$ cat src/rtl/core/btwf_queue.sv
module btwf_queue #(
  parameter int WIDTH = 13
) (
  input  logic             clk,
  input  logic             rst,
  input  logic             push,
  input  logic [WIDTH-1:0] push_data,
  input  logic             pop,
  output logic             not_empty,
  output logic [WIDTH-1:0] head
);

  logic [WIDTH-1:0] slot [2];
  logic             rd_ptr;
  logic             wr_ptr;
  logic [1:0]       fill;

  assign not_empty = fill != 2'd0;
  assign head      = slot[rd_ptr];

  always_ff @(posedge clk) begin
    if (push && fill != 2'd2) begin
      slot[wr_ptr] <= push_data;
    end
  end

  always_ff @(posedge clk) begin
    if (rst) begin
      rd_ptr <= 1'b0;
      wr_ptr <= 1'b0;
      fill   <= 2'd0;
    end else begin
      if (push && fill != 2'd2) begin
        wr_ptr <= ~wr_ptr;
      end
      if (pop && not_empty) begin
        rd_ptr <= ~rd_ptr;
      end
      case ({push && fill != 2'd2, pop && not_empty})
        2'b10:   fill <= fill + 2'd1;
        2'b01:   fill <= fill - 2'd1;
        default: fill <= fill;
      endcase
    end
  end

endmodule

$ cat config.mk
export PLATFORM = sky130hd
export DESIGN_NAME = btwf_queue
export DESIGN_NICKNAME = d
export VERILOG_FILES = /design/src/rtl/core/btwf_queue.sv
export SDC_FILE = /design/constraint.sdc
export NUM_CORES = 1
export LEC_CHECK = 0
export BUFFER_PORTS_ARGS = -buffer_cell sky130_fd_sc_hd__clkbuf_2
export CORE_MARGIN = 3
export CORE_UTILIZATION = 40
export DETAILED_ROUTE_END_ITERATION = 7
export HOLD_SLACK_MARGIN = 0.02
export PLACE_DENSITY = 0.76
export SKIP_LAST_GASP = 1
export SLEW_MARGIN = 20
export SYNTH_ARGS = -nofsm -noshare
export SYNTH_HDL_FRONTEND = slang
export SYNTH_SLANG_ARGS = --single-unit
export TNS_END_PERCENT = 10
$ cat constraint.sdc
create_clock -name clk -period 1.55 [get_ports clk]
set_input_delay 0.155 -clock clk [delete_from_list [all_inputs] [get_ports clk]]
set_output_delay 0.155 -clock clk [all_outputs]
set_load 0.02 [all_outputs]
# Yosys cells after proc, flatten, opt, wreduce, memory -nomap -nowiden
# Memory sizes are Yosys's and may differ from the RTL's. A register that Yosys moved wholly into a read port is not among the register bits.
# Cells that the tools add are included.
# word_totals
ff_bits	4
mem_bits_rw	26
input_bits	17
out_inout_bits	14
word_cells	20
mem_count	1
# op_classes
addsub	2
eq_ne	3
n_mux	5
n_bitwise	2
n_reduce_logical	4
# mem_list
memory	depth	word_bits	read_ports	rd_clocked_by_memory_dff	write_ports	line	source
slot	2	13	1	1	1	13	logic [WIDTH-1:0] slot [2];
# ops
operator	count
$mux 1	4
$pmux 2 s2	1
$reduce_bool 2->1	2
$add 2x1->2 const B	1
$eq 2x1->1 const B	1
$eq 2x2->1 const B	1
$logic_and 1x1->1	2
$ne 2x2->1 const B	1
$not 1->1	2
$sub 2x1->2 const B	1

# Logic depth before layout (Yosys ltp)
# logic_depth
depth_word	4
ltp_mapped	6

# Least setup slack after synthesis
# OpenSTA, ideal clock, no wires.
# synth_path
kind	register to register
start	reg fill[0]
end	mem slot[1][0] (enable)
setup_ns	0.382
arrival_time_ns	1.179
path_slack_ns	-0.011
path_stages_with_launch	4
synth_period_minus_slack_ns	1.561
path_cell_list	dfxtp_1 > nand2b_1 > nand2_1 > nor2_1
# synth_via
elab_chain_cells	4
# synth_lines
element	line	source
from (decl)	16	logic [1:0] fill;
from (signal assigned)	40	2'b10: fill <= fill + 2'd1;
from (signal assigned)	41	2'b01: fill <= fill - 2'd1;
from (signal assigned)	42	default: fill <= fill;
$ne 2x2->1	22	if (push && fill != 2'd2) begin
$logic_and 1x1->1	22	
$mux 1	22	
$mux 1 (not written as such)	23	slot[wr_ptr] <= push_data;
to (decl)	13	
# No other way between the ends.

==> flow_summary.rst <==
.. list-table::
   :header-rows: 1

   * - Metric
     - Value
   * - Run status
     - complete, no violations
   * - Count of max-cap constraint violations
     - 0
   * - Detailed-router iteration count before antenna repair
     - 2
   * - Final period demand of the worst path
     - 1490 ps
   * - Buffers from clock root to sink, at most
     - 2
   * - Final setup vio count
     - 0
   * - Longest individual stage delay on the worst path
     - 350 ps
   * - TritonCTS Sinks
     - 31
   * - Warning count from the yosys run
     - 0
   * - Wire length per cell
     - 13.6 microns
   * - Die Area
     - 0.00356 sq mm
   * - Peak fanout along the critical path
     - 9
   * - Fraction of synthesized cell area taken by the top area cell type
     - 67.8%
   * - Initial antenna violation count
     - 0
   * - Effective utilization at floorplan
     - 44.1%
   * - Hold WC Path Type
     - in -> reg
   * - Type of the worst setup path
     - reg -> out
   * - Worst r2r path cells
     - 6
   * - Buffers on Ports
     - 30
   * - Maximum number of pins on one net before global-route repair
     - 14
   * - Clock latency at the later pin of the worst-skew pair
     - 310 ps
   * - Worst R2R End
     - fill[1]
   * - Synth Instances
     - 65
   * - Number of top-level pins
     - 31
   * - Number of inserted diodes
     - 0
   * - Clock tree skew after final layout
     - 8.36 ps
   * - Total standard cell area after synthesis
     - 0.00115 sq mm
   * - Net count after synthesis
     - 83
   * - Tightest Pin Transition
     - 175 ps
   * - Cell type of the slowest stage on the worst timing path
     - sky130_fd_sc_hd__mux2_2
   * - Leading area contributor after synthesis
     - sky130_fd_sc_hd__edfxtp_1
   * - # rows
     - 18
   * - Core region area
     - 0.00261 sq mm
   * - Area growth, synth to finish
     - 34.3%
   * - Global-route usage over all layers
     - 12.2%
   * - Final number of hold-violating endpoints
     - 0
   * - RSZ-0062 raised after global routing
     - yes
   * - Placer Congestion
     - 0.649
   * - Arrival @ worst endpoint
     - 1340 ps
   * - Vias in the first global route
     - 706
   * - Floorplan die height
     - 59.6 microns
   * - Tightest slew margin relative to the limit
     - 88.2%
   * - Distinct cell type count of the synthesized netlist
     - 18
   * - Mapped Avg Cell Area
     - 17.7 sq um
   * - CP Capture Type
     - primary output
   * - Clock-pin slew on the worst setup and hold paths
     - 90 ps
   * - Final total power
     - 2.44 mW
   * - Cts bufs inserted
     - 5
   * - Timing endpoint of the critical path
     - head[5]
   * - Ordered cell list for the critical path
     - buf_4 -> mux2_2 -> clkbuf_2
   * - Worst R2R Setup Slack
     - 60 ps
   * - Routed wire length
     - 2010 microns
   * - Most area-consuming cells after synthesis
     - sky130_fd_sc_hd__edfxtp_1, sky130_fd_sc_hd__mux2_2, sky130_fd_sc_hd__dfxtp_1, sky130_fd_sc_hd__xnor2_1, sky130_fd_sc_hd__nor2_1
   * - HPWL after detailed placement
     - 1410 microns
   * - Slew Limit Fails
     - 0
   * - TritonCTS clock tree
     - done
   * - Share of the yosys chip area belonging to registers
     - 76.5%
   * - Via count
     - 692
   * - Number of nets in the final layout
     - 135
   * - Number of remaining DRC errors
     - 0
   * - Fraction of layout cells with a size suffix above 1
     - 48.3%
   * - Fill cell instance count of the final layout
     - 207
   * - Pwr/cell area
     - 1580 mW/mm^2
   * - Wire length of the first global-routing pass
     - 3100 microns
   * - Number of DRC markers after the initial detailed-route iteration
     - 19
   * - Worst reg2reg startpoint
     - fill[0]
   * - Worst Hold Margin
     - 32.3 ps
   * - Vias per cell
     - 4.68
   * - Remaining antenna violation count
     - 0
   * - Master cell of the clock root buffer
     - sky130_fd_sc_hd__clkbuf_4
   * - Synth Register Bits
     - 31
   * - Total number of H-tree levels
     - 2
   * - Peak ir drop on the vdd network
     - 0.939 mV
   * - Setup Fix Bufs, Post-CTS
     - 0
   * - Element type at the critical path start
     - flip-flop
   * - CP required
     - 1390 ps
   * - Die span in x
     - 59.6 microns
   * - Fraction of the cycle the final worst path needs
     - 96.3%
   * - Leakage
     - 0.611 nW
   * - Max Clock Freq
     - 0.670 GHz
   * - Overall overflow remaining after global route
     - 0
==> cell families after synthesis <==
logic type / synth area share, %
buf+inv: 1.09
simple gates: 3.70
fa+ha+maj: 1.09
mux: 12.7
flops: 76.5
xor+xnor: 2.28
compound gates: 2.61
==> flip-flops by register name, summed over array words and instances (netlist names), named ones only <==
register,count
fill,2
wr_ptr,1
rd_ptr,1
slot,26
==> what timing repair did <==
item                       CTS  global route
setup endpoints to repair    1            10
gates resized for setup      1             1
gates cloned                 0             0
hold endpoints to repair     8            12
hold buffers                 4             7
==> critical path, delay by kind of cell, from the launching register on <==
kind | cells | cell delay (ps)
mux | 1 | 350
buf+inv | 2 | 330
flops | 1 | 340
==> stage by stage <==
stage / setup slack (ps) / setup TNS [ps] / util (%) / area [sq um] / instances
final: 57.2 / 0 / 59.2 / 1550 / 148
after floorplan: 93.1 / 0 / - / 1150 / 65
after global placement: 139 / 0 / 52.6 / 1370 / 129
after CTS: 21.7 / 0 / 56.0 / 1460 / 141
after detailed placement: 18.9 / 0 / 52.6 / 1370 / 129
after global routing: -43.8 / -277 / 59.2 / 1550 / 148
==> synthesized netlist by cell type <==
| cell type | n |
|---|---|
| sky130_fd_sc_hd__a21o_1 | 1 |
| sky130_fd_sc_hd__a21oi_1 | 2 |
| sky130_fd_sc_hd__buf_2 | 1 |
| sky130_fd_sc_hd__dfxtp_1 | 5 |
| sky130_fd_sc_hd__edfxtp_1 | 26 |
| sky130_fd_sc_hd__ha_1 | 1 |
| sky130_fd_sc_hd__inv_1 | 2 |
| sky130_fd_sc_hd__mux2_2 | 13 |
| sky130_fd_sc_hd__nand2_1 | 1 |
| sky130_fd_sc_hd__nand2b_1 | 1 |
| sky130_fd_sc_hd__nand3_1 | 1 |
| sky130_fd_sc_hd__nor2_1 | 4 |
| sky130_fd_sc_hd__o21a_1 | 1 |
| sky130_fd_sc_hd__o21ai_0 | 1 |
| sky130_fd_sc_hd__or2_2 | 1 |
| sky130_fd_sc_hd__or3_1 | 1 |
| sky130_fd_sc_hd__xnor2_1 | 2 |
| sky130_fd_sc_hd__xor2_1 | 1 |
==> layout by cell type, fill, tap and decap left out, types with 2 or more instances in the layout <==
cell type	instances
sky130_fd_sc_hd__clkbuf_4	5
sky130_fd_sc_hd__xnor2_1	2
sky130_fd_sc_hd__dfxtp_1	4
sky130_fd_sc_hd__clkbuf_2	30
sky130_fd_sc_hd__mux2_2	13
sky130_fd_sc_hd__inv_1	2
sky130_fd_sc_hd__dlygate4sd3_1	11
sky130_fd_sc_hd__nor2_1	3
sky130_fd_sc_hd__a21oi_1	2
sky130_fd_sc_hd__buf_4	5
sky130_fd_sc_hd__clkinv_1	2
sky130_fd_sc_hd__edfxtp_1	26
==> area by class of cell <==
| class | instances | area, sq um | area share (%) |
|---|---|---|---|
| Clock buffer | 6 | 41.3 | 2.67 |
| Clock inverter | 2 | 7.51 | 0.485 |
| Inverter | 2 | 7.51 | 0.485 |
| Multi-Input combinational cell | 31 | 273 | 17.6 |
| Sequential cell | 31 | 882 | 57.0 |
| Tap cell | 30 | 37.5 | 2.43 |
| Timing Repair Buffer | 46 | 298 | 19.3 |
==> power breakdown <==
group	leakage (nW)	internal, mW	switching (mW)
registers	0.285	1.07	0.0506
logic	0.299	0.414	0.490
clock network	0.0273	0.168	0.247
==> worst min path at each step <==
stage                   from          end  slack (ps)  cells after the start
2_1_floorplan            rst      fill[1]         220                      1
3_3_place_gp    push_data[8]   slot[0][8]         350                      1
3_5_place_dp    push_data[4]   slot[0][4]         350                      1
4_1_cts        push_data[10]  slot[1][10]          20                      1
5_1_grt         push_data[5]   slot[0][5]          30                      1
6_report        push_data[5]   slot[0][5]          30                      1
==> per-layer routing <==
metal	global-route usage, %	wire length (microns)
met2	20.1	1020
met4	4.43	0
met3	6.32	126
met1	13.4	869
met5	0	0
(Power assumes the default switching activity.)
