File: src/rtl/core/btwf_pkg.sv
package btwf_pkg;

  localparam int MAX_SAMPLES_DEF = 4096;
  localparam int SAMPLE_BITS_DEF = 12;

  localparam int LEN_W   = 13;
  localparam int AVG_W   = 13;
  localparam int SDL_W   = 12;
  localparam int START_W = 12;
  localparam int CFG_W   = 13;
  localparam int IDX_W   = 2;

  localparam logic [LEN_W-1:0] LEN_RST = 13'd64;
  localparam logic [AVG_W-1:0] AVG_RST = 13'd4095;
  localparam logic [SDL_W-1:0] SDL_RST = 12'd4095;

  typedef enum logic [IDX_W-1:0] {
    REG_WINDOW_LENGTH = 2'd0,
    REG_MAX_AVERAGE   = 2'd1,
    REG_STDEV_LIMIT   = 2'd2
  } reg_index_t;

  typedef enum logic [3:0] {
    B_IDLE,
    B_CHECK,
    B_READ,
    B_DRAIN,
    B_MUL1,
    B_MUL2,
    B_DIFF,
    B_DEC,
    B_DONE
  } back_state_t;

endpackage

File: src/rtl/core/btwf_front.sv
module btwf_front #(
  parameter int MAX_SAMPLES = btwf_pkg::MAX_SAMPLES_DEF,
  parameter int SAMPLE_BITS = btwf_pkg::SAMPLE_BITS_DEF,
  localparam int AW = $clog2(MAX_SAMPLES),
  localparam int CW = AW + 1
) (
  input  logic                   clk,
  input  logic                   rst,
  input  logic                   in_valid,
  output logic                   in_stall,
  input  logic [SAMPLE_BITS-1:0] sample,
  input  logic                   last,
  input  logic                   hold,
  output logic                   wr_en,
  output logic [AW-1:0]          wr_addr,
  output logic [SAMPLE_BITS-1:0] wr_data,
  output logic                   job_push,
  output logic [CW-1:0]          job_n
);

  localparam logic [CW-1:0] MAX_CNT = CW'(MAX_SAMPLES);

  logic [CW-1:0] count;
  logic [CW-1:0] count_next;
  logic          take;
  logic          room;

  assign in_stall = hold;
  assign take     = in_valid && !hold;
  assign room     = count < MAX_CNT;
  assign wr_en    = take && room;
  assign wr_addr  = count[AW-1:0];
  assign wr_data  = sample;

  always_comb begin
    count_next = count;
    if (wr_en) begin
      count_next = count + CW'(1);
    end
  end

  assign job_push = take && last;
  assign job_n    = count_next;

  always_ff @(posedge clk) begin
    if (rst) begin
      count <= '0;
    end else if (job_push) begin
      count <= '0;
    end else begin
      count <= count_next;
    end
  end

endmodule

File: config.mk
export PLATFORM = sky130hd
export DESIGN_NAME = btwf_front
export DESIGN_NICKNAME = d
export VERILOG_FILES = /design/src/rtl/core/btwf_pkg.sv /design/src/rtl/core/btwf_front.sv
export SDC_FILE = /design/constraint.sdc
export NUM_CORES = 1
export LEC_CHECK = 0
export BUFFER_PORTS_ARGS = -buffer_cell sky130_fd_sc_hd__clkbuf_2
export CAP_MARGIN = 5
export CORE_MARGIN = 5
export CORE_UTILIZATION = 45
export DETAILED_ROUTE_END_ITERATION = 8
export PLACE_DENSITY = 0.84
export SLEW_MARGIN = 10
export SYNTH_ARGS = -nofsm -noshare
export SYNTH_HDL_FRONTEND = slang
export SYNTH_SLANG_ARGS = --single-unit
File: constraint.sdc
create_clock -name clk -period 4.6 [get_ports clk]
set_clock_uncertainty 0.2 [all_clocks]
set_input_delay 0.92 -clock clk [delete_from_list [all_inputs] [get_ports clk]]
set_output_delay 0.92 -clock clk [all_outputs]
set_load 0.01 [all_outputs]
# Word-level counts from Yosys, hierarchy flattened
# Cells that the tools add are included.
dict set report totals {
  input_bits 17
  word_cells 9
  out_inout_bits 40
  ff_bits 13
}
dict set report op_classes {
  order_cmp 1
  n_reduce_logical 5
  muxes 1
  add_sub_neg 1
}
# cell count
set op_table {}
lappend op_table {{$add 13x1->13 const B} 1}
lappend op_table {{$lt 13x13->1 const B} 1}
lappend op_table {{$mux 13} 1}
lappend op_table {{$logic_and 1x1->1} 3}
lappend op_table {{$reduce_or 2->1} 1}
lappend op_table {{$logic_not 1->1} 1}

# Depth between registers and ports, before layout
# Gate-level depths: netlist of the first run.
dict set report depth {
  ltp_word 4
  depth_mapped 4
}

# Worst setup path after synthesis of the first run
# OpenSTA, ideal clock, no wires.
dict set report synth_timing {
  kind {input to output}
  start {input port hold}
  end {output port job_n[11]}
  required_ns 3.480
  setup_slack_ns 1.586
  path_stages 4
  arrival_ns 1.894
  path_cell_list {nand4bb_1 -> buf_4 -> nor4_4 -> xor2_1}
}
dict set report synth_between {
  elab_chain_cells 4
}
# element line_no
set synth_rtl {}
lappend synth_rtl {{start, declared} btwf_front.sv:13} ;# input logic hold,
lappend synth_rtl {{$logic_not 1->1} btwf_front.sv:29} ;# assign take = in_valid && !hold;
lappend synth_rtl {{$logic_and 1x1->1} btwf_front.sv:29}
lappend synth_rtl {{$logic_and 1x1->1} btwf_front.sv:31} ;# assign wr_en = take && room;
lappend synth_rtl {{$mux 13} btwf_front.sv:37} ;# if (wr_en) begin
lappend synth_rtl {{end, declared} btwf_front.sv:18} ;# output logic [CW-1:0] job_n
# No other way between the ends.

# Final worst setup path of the first run
dict set report layout_timing {
  start {input port hold}
  end {output port job_n[9]}
}
# Same word-level chain as after synthesis.

==> summary.txt, run 1 <==
Detailed routing
  – TritonRoute pass-1 iters: 4
  – Antenna-violating nets left: 0
  – Iteration-0 DRC count of the detailed router: 8
  – Routed WL: 1780 um
  – Via-to-Cell Ratio: about 5.2
  – Remaining DRCs: 0
  – Via count: about 740
  – WL/cell: about 13 um

Floorplanning
  – Total I/O pin count: 57
  – Starting Density: 0.478
  – Die span in x: 55.9 um
  – Die H: 55.9 um
  – Total Die Area: 3120 sq um
  – Core Area: 1980 sq um
  – Rows: 16

Worst setup path
  – Worst path slowest cell: or4_1
  – CP cell instances: clkbuf_2, nand4bb_1, or4_1, nand2_1, clkbuf_2
  – R2r setup slk: 2.60 ns
  – Crit path largest cell delay: a little under 0.7 ns
  – Crit end category: output port
  – Req. time, crit path: around 3.5 ns
  – Worst setup path class: input port to output port
  – Type of origin of the critical path: input port
  – Worst EP arrival: 2.48 ns
  – Crit Path Max Fanout: 13
  – Top cell by count, worst path: clkbuf_2

Finish
  – Filler instances: 211
  – Register with the most flip-flops: count
  – Seq. cell area: 260 sq um
  – Antenna diodes: 0
  – Final Non-Filler Cells: about 140
  – Max reg flops: 13
  – Top Registers: count: 13 flops
  – Fraction of layout cells with a size suffix above 1: 0.412
  – Final #Nets: between 100 and 150
  – Area of the multi-input gates: 477 sq um
  – Design Area, Final: between 900 and 1000 sq um
  – Syn-to-layout area delta: 2.25%

Power
  – Clock share of power: 0.340
  – Sw power: 0.0477 mW
  – Seq pwr share: 0.566
  – PD cells: roughly 210 nW/um^2
  – Max IR drop VDD: 0.000137 V
  – Switch share: 0.234
  – P_leak: 0.504 nW
  – Logic pwr share: 0.094
  – Pint: 0.156 mW

Clock network
  – Hold buffers post-CTS: 0
  – CTS Buffer Depth: 2
  – Number of setup buffers added after CTS: 0
  – Skew-Pair Late Insertion Delay: 0.27 ns
  – CTS tree: built
  – Htree depth: 1
  – Root Buffer: clkbuf_4
  – CTS Buf Count: 3
  – Sink Count: 13
  – Post-CTS sizing: 0
  – Clock transition at path regs: around 0.08 ns

GRT
  – GR Layer Usage met3: 0.0418
  – GR peak layer: met2
  – GR Layer Usage met1: 0.127
  – First-pass GRT wire length: 3010 um
  – Vias in the first global route: 713
  – Gr ovfl total: 0
  – M2 GR Usage: 0.199
  – Pin count of the biggest net entering global routing: 14
  – Initial antenna violation count: 0
  – GRT Util Overall: 0.116

Synthesis
  – Ys async rst share: 0
  – Post-synthesis cell area: 947 sq um
  – Area leader, netlist: dfxtp_1
  – Multiplexer share of the synthesized area: 0.0436
  – Post-synth EDFFs: 0
  – Synth cell types: 30
  – Top_reg_cell synth: dfxtp_1
  – Synth area leaders: dfxtp_1 (27%), buf_4 (21%), nand2_1 (4.0%), a21oi_1 (3.2%), mux2i_1 (3.2%)
  – Most common library cells after synthesis: buf_4 (26), dfxtp_1 (13), nand2_1 (10)
  – Gate count after technology mapping: 105
  – Flop and latch count out of synthesis: 13
  – Combinational family with the most area after synthesis: simple AND/OR/NAND/NOR gates
  – Seq/Total Area, Yosys: 0.275
  – Yosys warns: 0
  – Simple-Gate Fraction of Synth Area: 0.312
  – Compound-Gate Fraction of Synth Area: 0.0885
  – Post-synth top area share: 0.275
  – Most common cell in the netlist: buf_4
  – XOR/XNOR Fraction of Synth Area: 0.0462
  – Syn Nets: ~120
  – Avg Inst Size Synth: 9.02 sq um
  – Adder-Cell Fraction of Synth Area: 0.0132

Placed design
  – Post-DP HPWL: 1440 um
  – Routability cong.: 0.711
  – Cell count after placement: 137
  – DP Area: roughly 940 sq um
  – Port Buffers: 32

Timing
  – Final Hold Fails: 0
  – Final TNS setup: 0 ns
  – Final setup fails: 0
  – RSZ-0062 raised after global routing: false
  – Max-slew violations: 0
  – Post-route minimum period: 3.60 ns
  – Tcrit/Tclk final: 0.783
  – Slew @ Worst Pin: around 0.56 ns
  – Max Clock Freq: 0.278 GHz
  – Relative slew slack: 0.626

Job
  – Max Cap Violations: 0

Run status
  – Status: finished, final reports clean

Hold path
  – HP Class: register to register
final timing paths:
path / from / to / cells after the start
max: hold / job_n[9] / 5
min: count[4]$_SDFF_PP0_ / count[4]$_SDFF_PP0_ / 2
max reg2reg: count[4]$_SDFF_PP0_ / count[10]$_SDFF_PP0_ / 3
min reg2reg: count[4]$_SDFF_PP0_ / count[4]$_SDFF_PP0_ / 2
power groups by stage:
stage,clock network [mW],logic [mW],registers (mW)
5_1_grt,0.0789,0.0211,0.115
3_3_place_gp,0,0.0183,0.118
6_report,0.0693,0.0191,0.115
4_1_cts,0.0737,0.0193,0.115
2_1_floorplan,0,0.0238,0.118
3_5_place_dp,0,0.0192,0.118
worst max-delay path: cells and delay by family:
kind / cells / cell delay, ns
buffers and inverters: 2 / 0.24
and+or+nand+nor: 3 / 1.32
cell type report:
class,count,area share
Sequential cell,13,0.269
Timing Repair Buffer,32,0.165
Multi-Input combinational cell,62,0.492
Tap cell,27,0.0349
Clock buffer,4,0.0271
Inverter,3,0.0116
logic make-up after synthesis:
group | count (synthesis)
adders and majority gates | 1
and+or+nand+nor | 39
AOI/OAI and AO/OA | 13
buffers and inverters | 30
xor gates and xnor gates | 5
muxes | 4
DFF | 13
metrics by stage:
step	hold slack [ns]	worst slack, ns	utilization	total power [mW]
2_1_floorplan	0.300	1.59	-	0.141
3_3_place_gp	0.312	1.04	0.475	0.136
3_5_place_dp	0.338	1.00	0.475	0.137
4_1_cts	0.353	1.00	0.489	0.208
5_1_grt	0.371	0.879	0.489	0.215
6_report	0.348	1.00	0.489	0.203
placed cells by master (no fill, tap or decap), drive strengths merged, types with 2 or more instances in the layout:
cell	instances
inv	3
nand2	10
a21oi	6
nor2b	4
nand3	2
o21ai	3
xnor2	2
or3b	4
xor2	3
or3	3
nand3b	4
dfxtp	13
o31ai	3
nand4	4
clkbuf	36
mux2i	3
or4	3
routing by layer:
metal / wire length (um) / share of wire
met1: 731 / 0.41
met2: 875 / 0.49
met3: 159 / 0.089
met4: 16 / 0.0090
met5: 0 / 0
Note: power is estimated with default switching activity, not from simulation.
==> inputs of run 2 (changes only) <==
Settings changed: CORE_UTILIZATION 45 to 38, PLACE_DENSITY 0.84 to 0.76.
Clock period 4.6 ns to 3.2 ns, I/O delays scaled along.
==> run 2 against run 1 <==
Against the previous run: sequential share of layout area decreased by 0.31 points; routed wire length is 13% higher; worst hold slack got worse by 0.0085 ns; non-clock buffer count up 1; clock-buffer cell count unchanged; final area rose by 1.2%; die area rose by 15%; critical path type unchanged; largest cell class unchanged; largest power group unchanged.
==> summary.txt, run 2 (same netlist as run 1, synthesis figures left out) <==
Power
  – P_leak: between 0.5 and 0.6 nW
  – Max IR drop VDD: around 0.00020 V
  – Total power: 0.297 mW
  – PD cells: 303 nW/um^2

Placed design
  – Port Buffers: 32
  – Post-DP HPWL: 1620 um
  – Routability cong.: 0.792

Finish
  – Final #Nets: 134
  – Max reg flops: 13
  – Most frequent cells in the layout: clkbuf_2 (32), dfxtp_1 (13), nand2_1 (10), a21oi_1 (6)
  – Syn-to-layout area delta: 3.43%
  – Fraction of layout cells with a size suffix above 1: 0.417
  – Register with the most flip-flops: count
  – Top Registers: count: 13 flops
  – Commonest non-fill, non-tap cell in the layout: clkbuf_2
  – Antenna diodes: 0

Clock network
  – Root Buffer: clkbuf_4
  – Skew-Pair Late Insertion Delay: 0.28 ns
  – CTS tree: built
  – Htree depth: 1
  – Sink Count: 13
  – CTS Buffer Depth: 2
  – CTS Buf Count: 3
  – Number of setup buffers added after CTS: 0
  – Post-CTS sizing: 0
  – Clock transition at path regs: 0.08 ns
  – Hold buffers post-CTS: 0

Detailed routing
  – Routed WL: approximately 2000 um
  – Iteration-0 DRC count of the detailed router: 26
  – Via count: 764
  – Antenna-violating nets left: 0
  – WL/cell: 14.0 um
  – Remaining DRCs: 0
  – Via-to-Cell Ratio: 5.27
  – TritonRoute pass-1 iters: 4

Worst setup path
  – CP startpoint: hold
  – Worst setup endpoint: job_n[10]
  – Worst path slowest cell: or4_1
  – FF-to-FF path depth: 4
  – Reg-to-reg startpoint: count[0]$_SDFF_PP0_
  – Crit end category: output port
  – Worst setup path class: input port to output port
  – R2r setup slk: 1.41 ns
  – CP cell instances: clkbuf_2, nand4bb_1, buf_4, or4_1, nand2_1, clkbuf_2
  – RR Endpoint: count[10]$_SDFF_PP0_
  – Type of origin of the critical path: input port
  – Crit path largest cell delay: 0.53 ns
  – Crit Path Max Fanout: 13
  – Top cell by count, worst path: clkbuf_2
  – Worst EP arrival: 1.88 ns
  – Req. time, crit path: 2.36 ns

Timing
  – RSZ-0062 raised after global routing: false
  – Relative slew slack: 0.715
  – Slew @ Worst Pin: about 0.43 ns
  – Post-route minimum period: roughly 2.7 ns
  – Final TNS setup: 0 ns
  – Final Hold Fails: 0
  – Max Clock Freq: between 0.3 and 0.4 GHz
  – Max-slew violations: 0
  – Tcrit/Tclk final: 0.849
  – Final setup fails: 0

Run status
  – Status: finished, final reports clean

GRT
  – Gr ovfl total: 0
  – GRT Util Overall: 0.121
  – Vias in the first global route: 782
  – First-pass GRT wire length: 3280 um
  – Initial antenna violation count: 0
  – Pin count of the biggest net entering global routing: 14

Floorplanning
  – Die span in x: 59.9 um
  – Starting Density: 0.389
  – Die H: roughly 60 um
  – Core Area: about 2400 sq um
  – Rows: 18
  – Total Die Area: approximately 3600 sq um
  – Total I/O pin count: 57

Job
  – Max Cap Violations: 0

Hold path
  – HP Class: register to register
-- run 2: changes by cell type in the layout (fill, tap and decap cells not counted), sizes merged --
cell  before  now
buf        0    1
-- run 2: how the worst min path moves through the flow --
stage                               startpoint                    to  slack (ns)  cells past startpoint
after detailed placement  count[11]$_SDFF_PP0_  count[11]$_SDFF_PP0_        0.34                      2
after global routing      count[11]$_SDFF_PP0_  count[11]$_SDFF_PP0_        0.39                      2
after global placement     count[9]$_SDFF_PP0_   count[9]$_SDFF_PP0_        0.32                      2
after CTS                 count[11]$_SDFF_PP0_  count[11]$_SDFF_PP0_        0.35                      2
after floorplan            count[9]$_SDFF_PP0_   count[9]$_SDFF_PP0_        0.30                      2
final                     count[11]$_SDFF_PP0_  count[11]$_SDFF_PP0_        0.34                      2
-- run 2: cell type report --
| class | count | area [sq um] |
|---|---|---|
| repair buffers | 33 | 168 |
| fillers | 263 | 1450 |
| well taps | 30 | 37.5 |
| inverters | 3 | 11.3 |
| clock buffers | 4 | 26.3 |
| multi-input cells | 62 | 477 |
| flip-flops and latches | 13 | 260 |
-- run 2: metal layers --
metal  share of wire  track usage  vias up
li1                -            -      369
met1            0.40        0.130      355
met2            0.48        0.201       35
met3            0.10       0.0605        5
met4           0.010       0.0475        0
met5               0            0        -
-- run 2: worst max-delay path: cells and delay by family --
family / cells / cell delay, ns
buffers and inverters: 3 / 0.43
AND/OR/NAND/NOR: 3 / 0.79
-- run 2: where the power goes --
part	leakage [nW]	internal [mW]	total (mW)	switching, mW
Combinational	0.388	0.0128	0.0273	0.0145
Sequential	0.105	0.163	0.166	0.00261
Clock	0.0150	0.0485	0.104	0.0557
-- run 2: through the flow --
stage	hold slack [ns]	cell area, sq um	setup slack [ns]	util	cells
floorplan	0.300	947	0.746	-	105
global placement	0.317	953	0.511	0.392	141
detailed placement	0.337	953	0.474	0.392	141
CTS	0.348	980	0.477	0.403	145
global route	0.386	980	0.359	0.403	145
finish	0.340	980	0.483	0.403	145
